$ cat config.mk
export PLATFORM = sky130hd
export DESIGN_NAME = gss_ctrl
export DESIGN_NICKNAME = d
export VERILOG_FILES = /design/src/rtl/core/gss_pkg.sv /design/src/rtl/core/gss_ctrl.sv
export SDC_FILE = /design/constraint.sdc
export NUM_CORES = 1
export LEC_CHECK = 0
export BUFFER_PORTS_ARGS = -buffer_cell sky130_fd_sc_hd__buf_2
export CORE_ASPECT_RATIO = 1.75
export CORE_MARGIN = 3
export CORE_UTILIZATION = 60
export DETAILED_ROUTE_END_ITERATION = 12
export PLACE_DENSITY = 0.84
export SETUP_SLACK_MARGIN = 0.4
export SLEW_MARGIN = 25
export SYNTH_ARGS = -nofsm -noshare
export SYNTH_HDL_FRONTEND = slang
export SYNTH_SLANG_ARGS = --single-unit
$ cat constraint.sdc
create_clock -name clk -period 8 [get_ports clk]
set_input_delay 0 -clock clk [delete_from_list [all_inputs] [get_ports clk]]
set_output_delay 0 -clock clk [all_outputs]
set_load 0.005 [all_outputs]
$ cat src/rtl/core/gss_pkg.sv
package gss_pkg;

    localparam int DATA_W = 32;
    localparam int AW     = 15;
    localparam int DEPTH  = 1 << AW;
    localparam int CFG_W  = 5;
    localparam int CIDX_W = 3;
    // Neighbor-product sums stay below 2^50, so 52 signed bits hold them with margin.
    localparam int NUM_W  = 52;
    localparam int UN_W   = NUM_W - 1;
    localparam int SUM_W  = 64;
    localparam int FRAC_W = 16;
    localparam int RES_SHIFT = 20;

    localparam logic [CFG_W-1:0] CELLS_RST = 5'd30;

    typedef enum logic [1:0] {
        FUNC_LOAD  = 2'd0,
        FUNC_SOLVE = 2'd1,
        FUNC_READ  = 2'd2,
        FUNC_NONE  = 2'd3
    } func_e;

    typedef enum logic [1:0] {
        COMP_SCALAR = 2'd0,
        COMP_X      = 2'd1,
        COMP_Y      = 2'd2,
        COMP_Z      = 2'd3
    } comp_e;

    typedef enum logic [CIDX_W-1:0] {
        CFG_CELLS_X  = 3'd0,
        CFG_CELLS_Y  = 3'd1,
        CFG_CELLS_Z  = 3'd2,
        CFG_BLK_ILO  = 3'd3,
        CFG_BLK_IHI  = 3'd4,
        CFG_BLK_JLO  = 3'd5,
        CFG_BLK_JHI  = 3'd6,
        CFG_BLK_KHI  = 3'd7
    } cfg_idx_e;

    typedef enum logic [2:0] {
        NB_EAST   = 3'd0,
        NB_WEST   = 3'd1,
        NB_NORTH  = 3'd2,
        NB_SOUTH  = 3'd3,
        NB_FRONT  = 3'd4,
        NB_BACK   = 3'd5,
        NB_CENTER = 3'd6,
        NB_NONE   = 3'd7
    } nb_e;

    typedef struct packed {
        logic signed [DATA_W-1:0] center;
        logic signed [DATA_W-1:0] east;
        logic signed [DATA_W-1:0] west;
        logic signed [DATA_W-1:0] north;
        logic signed [DATA_W-1:0] south;
        logic signed [DATA_W-1:0] front;
        logic signed [DATA_W-1:0] back;
        logic signed [DATA_W-1:0] source;
    } coef_t;

    typedef struct packed {
        logic cell_load;
        logic rd_issue;
        nb_e  rd_sel;
        logic unk_read;
        logic load_write;
        logic num_load;
        logic div_start;
        logic unk_write;
        logic sum_clear;
        logic res_acc;
        logic out_load;
        logic out_sel_read;
    } gss_cmd_t;

    typedef struct packed {
        logic pipe_busy;
        logic ap_zero;
        logic div_done;
        logic more;
    } gss_sts_t;

endpackage

$ cat src/rtl/core/gss_ctrl.sv
module gss_ctrl #(
    parameter int MAX_DIM  = 30,
    parameter int MAX_ITER = 5,
    parameter int IW       = 5,
    parameter int PJ_W     = 6,
    parameter int PK_W     = 12
) (
    input  logic                          clk,
    input  logic                          rst_n,
    input  logic                          in_valid,
    output logic                          in_ready,
    input  logic [1:0]                    func,
    input  logic [1:0]                    component,
    input  logic                          cfg_valid,
    output logic                          cfg_ready,
    input  logic [gss_pkg::CIDX_W-1:0]    cfg_index,
    input  logic [gss_pkg::CFG_W-1:0]     cfg_data,
    output logic                          out_valid,
    input  logic                          out_ready,
    output logic [2:0]                    iterations_done,
    output logic                          converged,
    output gss_pkg::gss_cmd_t             cmd,
    input  gss_pkg::gss_sts_t             sts,
    output logic [IW-1:0]                 cell_i,
    output logic [IW-1:0]                 cell_j,
    output logic [IW-1:0]                 cell_k,
    output logic [PJ_W-1:0]               pitch_j,
    output logic [PK_W-1:0]               pitch_k
);
    import gss_pkg::*;

    localparam int IT_W = $clog2(MAX_ITER + 1);
    localparam int SW   = 8;
    localparam logic [2:0] PASS_RES = 3'd4;

    typedef enum logic [12:0] {
        ST_IDLE    = 13'b0000000000001,
        ST_DELIVER = 13'b0000000000010,
        ST_SETUP   = 13'b0000000000100,
        ST_ITER    = 13'b0000000001000,
        ST_CELL    = 13'b0000000010000,
        ST_FETCH   = 13'b0000000100000,
        ST_DRAIN   = 13'b0000001000000,
        ST_NUM     = 13'b0000010000000,
        ST_DIVGO   = 13'b0000100000000,
        ST_DIV     = 13'b0001000000000,
        ST_RES     = 13'b0010000000000,
        ST_STEP    = 13'b0100000000000,
        ST_CHECK   = 13'b1000000000000
    } state_t;

    state_t state_reg, state_next;

    logic [CFG_W-1:0] cx_reg, cy_reg, cz_reg, bil_reg, bih_reg, bjl_reg, bjh_reg, bkh_reg;
    logic [IW-1:0]    lim_i_reg, lim_i_next, lim_j_reg, lim_j_next, lim_k_reg, lim_k_next;
    logic signed [SW-1:0] blo_i_reg, blo_i_next, blo_j_reg, blo_j_next;
    logic [PJ_W-1:0]  pj_reg, pj_next;
    logic [PK_W-1:0]  pk_reg, pk_next;
    logic [IT_W-1:0]  iter_reg, iter_next;
    logic [2:0]       pass_reg, pass_next;
    logic [IW-1:0]    a_reg, a_next, b_reg, b_next, k_reg, k_next;
    logic [2:0]       n_reg, n_next;
    logic [2:0]       last_iters_reg, last_iters_next;
    logic             last_conv_reg, last_conv_next;
    logic             out_valid_reg, out_valid_next;
    logic [2:0]       out_iters_reg;
    logic             out_conv_reg;
    logic             rd_item_reg, rd_item_next;
    comp_e            comp_reg, comp_next;

    logic [IW-1:0]    nx_c, ny_c, nz_c;
    logic [PJ_W-1:0]  pj_c;
    logic [IW-1:0]    na, nb, pa, pb, ci, cj;
    logic             rev, empty, skip, slot_free, relax;
    logic             k_last, b_last, a_last;
    logic signed [SW-1:0] si, sj, sk;
    logic [IT_W+2:0]  iter_ext;
    nb_e              last_tag;

    assign nx_c = (int'(cx_reg) > MAX_DIM) ? IW'(MAX_DIM) : IW'(cx_reg);
    assign ny_c = (int'(cy_reg) > MAX_DIM) ? IW'(MAX_DIM) : IW'(cy_reg);
    assign nz_c = (int'(cz_reg) > MAX_DIM) ? IW'(MAX_DIM) : IW'(cz_reg);
    assign pj_c = PJ_W'(nx_c) + PJ_W'(2);

    assign relax = pass_reg != PASS_RES;
    assign rev   = pass_reg[1];
    assign na    = pass_reg[0] ? lim_j_reg : lim_i_reg;
    assign nb    = pass_reg[0] ? lim_i_reg : lim_j_reg;
    assign pa    = rev ? na + IW'(1) - a_reg : a_reg;
    assign pb    = rev ? nb + IW'(1) - b_reg : b_reg;
    assign ci    = pass_reg[0] ? pb : pa;
    assign cj    = pass_reg[0] ? pa : pb;
    assign empty = (na == '0) || (nb == '0) || (lim_k_reg == '0);
    assign si    = $signed(SW'(ci));
    assign sj    = $signed(SW'(cj));
    assign sk    = $signed(SW'(k_reg));
    assign skip  = (si > blo_i_reg) && (si <= $signed(SW'(bih_reg)))
                && (sj > blo_j_reg) && (sj <= $signed(SW'(bjh_reg)))
                && (sk <= $signed(SW'(bkh_reg)));
    assign k_last = k_reg == lim_k_reg;
    assign b_last = b_reg == nb;
    assign a_last = a_reg == na;
    assign slot_free = !out_valid_reg || out_ready;
    assign last_tag  = relax ? NB_BACK : NB_CENTER;
    assign iter_ext  = (IT_W+3)'(iter_reg);

    always_comb
    begin
        state_next      = state_reg;
        lim_i_next      = lim_i_reg;
        lim_j_next      = lim_j_reg;
        lim_k_next      = lim_k_reg;
        blo_i_next      = blo_i_reg;
        blo_j_next      = blo_j_reg;
        pj_next         = pj_reg;
        pk_next         = pk_reg;
        iter_next       = iter_reg;
        pass_next       = pass_reg;
        a_next          = a_reg;
        b_next          = b_reg;
        k_next          = k_reg;
        n_next          = n_reg;
        last_iters_next = last_iters_reg;
        last_conv_next  = last_conv_reg;
        rd_item_next    = rd_item_reg;
        comp_next       = comp_reg;
        cmd             = '0;
        cmd.rd_sel      = nb_e'(n_reg);

        case (state_reg)
            ST_IDLE:
            begin
                if (in_valid)
                begin
                    rd_item_next = 1'b0;
                    case (func_e'(func))
                        FUNC_SOLVE:
                        begin
                            // The component is only valid on the accepting edge.
                            comp_next  = comp_e'(component);
                            state_next = ST_SETUP;
                        end
                        FUNC_READ:
                        begin
                            cmd.unk_read = 1'b1;
                            rd_item_next = 1'b1;
                            state_next   = ST_DELIVER;
                        end
                        default:
                        begin
                            cmd.load_write = func_e'(func) == FUNC_LOAD;
                            if (slot_free)
                            begin
                                cmd.out_load = 1'b1;
                            end
                            else
                            begin
                                state_next = ST_DELIVER;
                            end
                        end
                    endcase
                end
            end
            ST_DELIVER:
            begin
                if (slot_free)
                begin
                    cmd.out_load     = 1'b1;
                    cmd.out_sel_read = rd_item_reg;
                    state_next       = ST_IDLE;
                end
            end
            ST_SETUP:
            begin
                lim_i_next = nx_c;
                lim_j_next = ny_c;
                lim_k_next = nz_c;
                blo_i_next = $signed(SW'(bil_reg));
                blo_j_next = $signed(SW'(bjl_reg));
                pj_next    = pj_c;
                pk_next    = PK_W'(pj_c) * PK_W'(PJ_W'(ny_c) + PJ_W'(2));
                iter_next  = '0;
                case (comp_reg)
                    COMP_X:
                    begin
                        lim_i_next = (nx_c == '0) ? '0 : nx_c - IW'(1);
                        blo_i_next = $signed(SW'(bil_reg)) - SW'(1);
                    end
                    COMP_Y:
                    begin
                        lim_j_next = (ny_c == '0) ? '0 : ny_c - IW'(1);
                        blo_j_next = $signed(SW'(bjl_reg)) - SW'(1);
                    end
                    COMP_Z:
                    begin
                        lim_k_next = (nz_c == '0) ? '0 : nz_c - IW'(1);
                    end
                    default:
                    begin
                    end
                endcase
                state_next = ST_ITER;
            end
            ST_ITER:
            begin
                iter_next     = iter_reg + IT_W'(1);
                pass_next     = '0;
                a_next        = IW'(1);
                b_next        = IW'(1);
                k_next        = IW'(1);
                cmd.sum_clear = 1'b1;
                state_next    = ST_CELL;
            end
            ST_CELL:
            begin
                if (empty || skip)
                begin
                    state_next = ST_STEP;
                end
                else
                begin
                    cmd.cell_load = 1'b1;
                    n_next        = '0;
                    state_next    = ST_FETCH;
                end
            end
            ST_FETCH:
            begin
                cmd.rd_issue = 1'b1;
                if (nb_e'(n_reg) == last_tag)
                begin
                    state_next = ST_DRAIN;
                end
                else
                begin
                    n_next = n_reg + 3'd1;
                end
            end
            ST_DRAIN:
            begin
                if (!sts.pipe_busy)
                begin
                    state_next = ST_NUM;
                end
            end
            ST_NUM:
            begin
                cmd.num_load = 1'b1;
                if (!relax)
                begin
                    state_next = ST_RES;
                end
                else if (sts.ap_zero)
                begin
                    state_next = ST_STEP;
                end
                else
                begin
                    state_next = ST_DIVGO;
                end
            end
            ST_DIVGO:
            begin
                cmd.div_start = 1'b1;
                state_next    = ST_DIV;
            end
            ST_DIV:
            begin
                if (sts.div_done)
                begin
                    cmd.unk_write = 1'b1;
                    state_next    = ST_STEP;
                end
            end
            ST_RES:
            begin
                cmd.res_acc = 1'b1;
                state_next  = ST_STEP;
            end
            ST_STEP:
            begin
                state_next = ST_CELL;
                if (empty || (k_last && b_last && a_last))
                begin
                    a_next = IW'(1);
                    b_next = IW'(1);
                    k_next = IW'(1);
                    if (pass_reg == PASS_RES)
                    begin
                        state_next = ST_CHECK;
                    end
                    else
                    begin
                        pass_next = pass_reg + 3'd1;
                    end
                end
                else if (!k_last)
                begin
                    k_next = k_reg + IW'(1);
                end
                else
                begin
                    k_next = IW'(1);
                    if (!b_last)
                    begin
                        b_next = b_reg + IW'(1);
                    end
                    else
                    begin
                        b_next = IW'(1);
                        a_next = a_reg + IW'(1);
                    end
                end
            end
            ST_CHECK:
            begin
                if (sts.more && (iter_reg < IT_W'(MAX_ITER)))
                begin
                    state_next = ST_ITER;
                end
                else
                begin
                    last_iters_next = iter_ext[2:0];
                    last_conv_next  = !sts.more;
                    rd_item_next    = 1'b0;
                    state_next      = ST_DELIVER;
                end
            end
            default:
            begin
                state_next = ST_IDLE;
            end
        endcase
    end

    always_comb
    begin
        out_valid_next = out_valid_reg;
        if (cmd.out_load)
        begin
            out_valid_next = 1'b1;
        end
        else if (out_ready)
        begin
            out_valid_next = 1'b0;
        end
    end

    always_ff @(posedge clk or negedge rst_n)
    begin
        if (!rst_n)
        begin
            state_reg      <= ST_IDLE;
            cx_reg         <= CELLS_RST;
            cy_reg         <= CELLS_RST;
            cz_reg         <= CELLS_RST;
            bil_reg        <= '0;
            bih_reg        <= '0;
            bjl_reg        <= '0;
            bjh_reg        <= '0;
            bkh_reg        <= '0;
            last_iters_reg <= '0;
            last_conv_reg  <= 1'b0;
            out_valid_reg  <= 1'b0;
            rd_item_reg    <= 1'b0;
            iter_reg       <= '0;
            pass_reg       <= '0;
            a_reg          <= '0;
            b_reg          <= '0;
            k_reg          <= '0;
            n_reg          <= '0;
        end
        else
        begin
            state_reg      <= state_next;
            last_iters_reg <= last_iters_next;
            last_conv_reg  <= last_conv_next;
            out_valid_reg  <= out_valid_next;
            rd_item_reg    <= rd_item_next;
            iter_reg       <= iter_next;
            pass_reg       <= pass_next;
            a_reg          <= a_next;
            b_reg          <= b_next;
            k_reg          <= k_next;
            n_reg          <= n_next;
            if (cfg_valid)
            begin
                case (cfg_idx_e'(cfg_index))
                    CFG_CELLS_X: cx_reg  <= cfg_data;
                    CFG_CELLS_Y: cy_reg  <= cfg_data;
                    CFG_CELLS_Z: cz_reg  <= cfg_data;
                    CFG_BLK_ILO: bil_reg <= cfg_data;
                    CFG_BLK_IHI: bih_reg <= cfg_data;
                    CFG_BLK_JLO: bjl_reg <= cfg_data;
                    CFG_BLK_JHI: bjh_reg <= cfg_data;
                    CFG_BLK_KHI: bkh_reg <= cfg_data;
                    default:
                    begin
                    end
                endcase
            end
        end
    end

    always_ff @(posedge clk)
    begin
        lim_i_reg <= lim_i_next;
        lim_j_reg <= lim_j_next;
        lim_k_reg <= lim_k_next;
        blo_i_reg <= blo_i_next;
        blo_j_reg <= blo_j_next;
        pj_reg    <= pj_next;
        pk_reg    <= pk_next;
        comp_reg  <= comp_next;
        if (cmd.out_load)
        begin
            out_iters_reg <= last_iters_next;
            out_conv_reg  <= last_conv_next;
        end
    end

    assign in_ready        = state_reg == ST_IDLE;
    assign cfg_ready       = 1'b1;
    assign out_valid       = out_valid_reg;
    assign iterations_done = out_iters_reg;
    assign converged       = out_conv_reg;
    assign cell_i          = ci;
    assign cell_j          = cj;
    assign cell_k          = k_reg;
    assign pitch_j         = pj_reg;
    assign pitch_k         = pk_reg;

endmodule

==> flow_metrics.tcl <==
set metrics [dict create \
    crit_required_ns 8.00 \
    min_delay_worst_endpoint "cx_reg[2]$_DFFE_PN1P_" \
    yosys_register_bits 134 \
    core_area_um2 14500 \
    hold_path.class "in2reg" \
    die-area_um2 16500 \
    rrSetupSlack_ns 2.95 \
    tightest_slew_ns 0.969 \
    dp_hpwl_mm 16.2 \
    clk_pin_slew_ns 0.06 \
    synth_flop_cell "dfrtp_1" \
    cts.sinks 134 \
    crit_fanout 24 \
    power_frac_seq_pct 36.1 \
    synth_warnings 0 \
    cts.path.max_buffers 2 \
    pin_count 75 \
    track_usage_pct 28.0 \
    routedWlPerCell_um 19.1 \
    cp.arrival_ns 5.29 \
    startpoint_type "flop" \
    grt_max_degree 74 \
    die_h_um 168 \
    grt_first_pass_wirelength_mm 36.5 \
    max_cap_violations 0 \
    wl_mm 22.2 \
    r2r-end "pitch_k[11]$_DFFE_PP_" \
    fin_tns_setup_ns 0 \
    antenna_cells 0 \
    die_w_um 98.4 \
    ys_top_cells_by_area "dfrtp_1 20%, edfxtp_1 17%, ha_1 12%" \
    first_global_vias 7347 \
    sw_frac_of_total_pct 34.6 \
    drtIter0Drc 381 \
    end_kind "output port" \
    setup_violations 0 \
    synth.yosys.seq_area_share_pct 40.5 \
    post_cts_resized 0 \
    hp-start "cfg_index[0]" \
    synth_top_cell_area_share_pct 19.6 \
    worstPathCellList "mux2_2 > ha_1 > ha_1 > a21o_1 > a21oi_1 > xnor2_1 > nor2_1 > xnor2_1 > mux2i_1 > ha_1 > and3_1 > a32oi_1 > a21oi_1 > a311o_1 > nor2_1 > buf_2" \
    critPathMaxStageDelay_ns 0.97 \
    largest_reg_flops 13 \
    crit_top_cell "ha_1" \
    nets 1093 \
    synth_edf_count 51 \
    slew_headroom_pct 35.4 \
    rows 58 \
    fin_util_pct 70.7 \
    r2r_cells 14 \
    slowest_stage "dfrtp_1" \
    syn_area_um2 8960 \
    vias_per_cell 6.11 \
    synthesis.nets 1003 \
    p_sw_mw 0.915 \
    htree_levels 4 \
    cts_tree "done" \
    p_per_area_nw_per_um2 258 \
    gp_congestion 0.938 \
    synth_common_cells "86 x inv_1, 86 x nand2_1, 83 x ha_1, 70 x dfrtp_1, 52 x o21ai_0" \
    leakagePower_nw 4.73 \
    initial_core_util_pct 61.7 \
    p_comb_share_pct 33.5 \
    power.internal_mw 1.73 \
    clk_latency_ns 0.42 \
    synth.largest_area_cell "dfrtp_1" \
    syn_avg_cell_area_um2 10.2 \
    hold_ws_ns 0.0381 \
    fillers 1054 \
    max_freq_ghz 0.189 \
    io_buffer_count 73 \
    overflow 0 \
    skew_ns 0.00856 \
    synthArstFlopShare_pct 61.9 \
    drtPass1Iterations 5 \
    hold_violations 0 \
    ant_nets 0 \
    p_clk_share_pct 30.4 \
    drc 0 \
    areaGrowthSynthToFinish_pct 14.5 \
    drive_above_1_share_pct 19.3 \
    root_buffer "clkbuf_16" \
    slew_violations 0 \
    critPathKind "reg2out" \
    antenna_found_initial 0 \
    period_share_pct 66.1 \
    status "finished, final reports clean" \
    synthCells 880 \
    grt_setup_unrepaired "no" \
    vias 7103 \
    min_period_ns 5.29 \
    cts_buffers 17 \
    synthDistinctLibCells 78 \
    ir_worst_vdd_v 0.000241 \
    reg2reg_from "cy_reg[3]$_DFFE_PN1P_" \
    min_delay_path_depth 4 \
]
logic make-up after synthesis:
kind of cell	Yosys count	synth area share [%]
simple gates	296	17.6
compound gates	147	10.4
fa+ha+maj	102	15.8
flops	134	40.5
mux	53	7.05
xor+xnor	40	3.91
buf+inv	107	4.68
other cells	1	0.0419
layer usage:
metal	wire length [µm]	GRT usage, %	up-vias
li1	-	-	3309
met1	7620	29.2	3433
met2	12200	51.5	262
met3	1060	4.34	99
met4	1390	17.3	0
met5	0	0	-
critical path, delay by kind of cell, from the launching register on:
family          cells  cell delay, ns
compound gates      5            1.12
flops               1            0.97
fa+ha+maj           3            0.97
mux                 2            0.83
simple gates        3            0.47
xor+xnor            2            0.34
buf+inv             1            0.16
area by class of cell:
class / count / area [µm²] / area share (%)
Multi-Input combinational cell: 639 / 4920 / 48.0
Sequential cell: 134 / 3620 / 35.3
Timing Repair Buffer: 90 / 551 / 5.37
Clock buffer: 19 / 464 / 4.53
Inverter: 88 / 332 / 3.23
Tap cell: 180 / 225 / 2.20
Clock inverter: 13 / 140 / 1.37
power by group through the flow:
stage / logic, mW / clock network (mW) / registers [mW]
finish: 0.886 / 0.805 / 0.956
global route: 1.01 / 0.838 / 0.968
CTS: 0.885 / 0.808 / 0.953
detailed placement: 0.866 / 0 / 0.962
global placement: 0.838 / 0 / 0.959
floorplan: 0.663 / 0 / 0.924
metrics by stage:
stage | area, µm² | power [mW] | cells | setup WS, ns
6_report | 10300 | 2.65 | 1163 | 2.71
5_1_grt | 10300 | 2.82 | 1163 | 2.46
4_1_cts | 10200 | 2.65 | 1162 | 2.78
3_5_place_dp | 9480 | 1.83 | 1116 | 2.98
3_3_place_gp | 9480 | 1.80 | 1116 | 3.13
2_1_floorplan | 8960 | 1.59 | 880 | 3.42
repair_timing:
action / in CTS / in global routing
setup buffers: 0 / 0
hold endpoints to repair: 41 / 0
hold buffers: 14 / 0
setup endpoints to repair: 0 / 0
worst max path at each step:
stage / startpoint / to / slack [ns] / cells after the start
after CTS: pass_reg[0]$_DFFE_PN0P_ / cmd[13] / 2.78 / 16
after floorplan: cx_reg[4]$_DFFE_PN1P_ / pitch_k[11]$_DFFE_PP_ / 3.42 / 19
after detailed placement: cy_reg[3]$_DFFE_PN1P_ / pitch_k[11]$_DFFE_PP_ / 2.98 / 14
after global routing: pass_reg[0]$_DFFE_PN0P_ / cmd[13] / 2.46 / 16
after global placement: cx_reg[2]$_DFFE_PN1P_ / pitch_k[11]$_DFFE_PP_ / 3.13 / 19
final: pass_reg[0]$_DFFE_PN0P_ / cmd[13] / 2.71 / 16
placed cells by master, fill, tap and decap left out, types with 6 or more instances in the layout:
cell and count:
nand2_1 86, inv_1 86, ha_1 83, buf_2 72, dfrtp_1 70, o21ai_0 52
edfxtp_1 51, nor2_1 47, mux2_2 38, xnor2_1 33, a21oi_1 28, nor3_1 26
nand3_1 24, fa_1 19, nor2b_1 18, clkbuf_16 18, and3_1 14, nand4_1 14
dlygate4sd3_1 14, dfstp_2 13, and2_1 11, mux2i_1 10, nand2b_1 8, or3_1 8
a21o_1 8, xor2_1 7, o31ai_1 7, a211oi_1 6, a31oi_1 6
No activity file was read; power rests on OpenSTA's default activity.
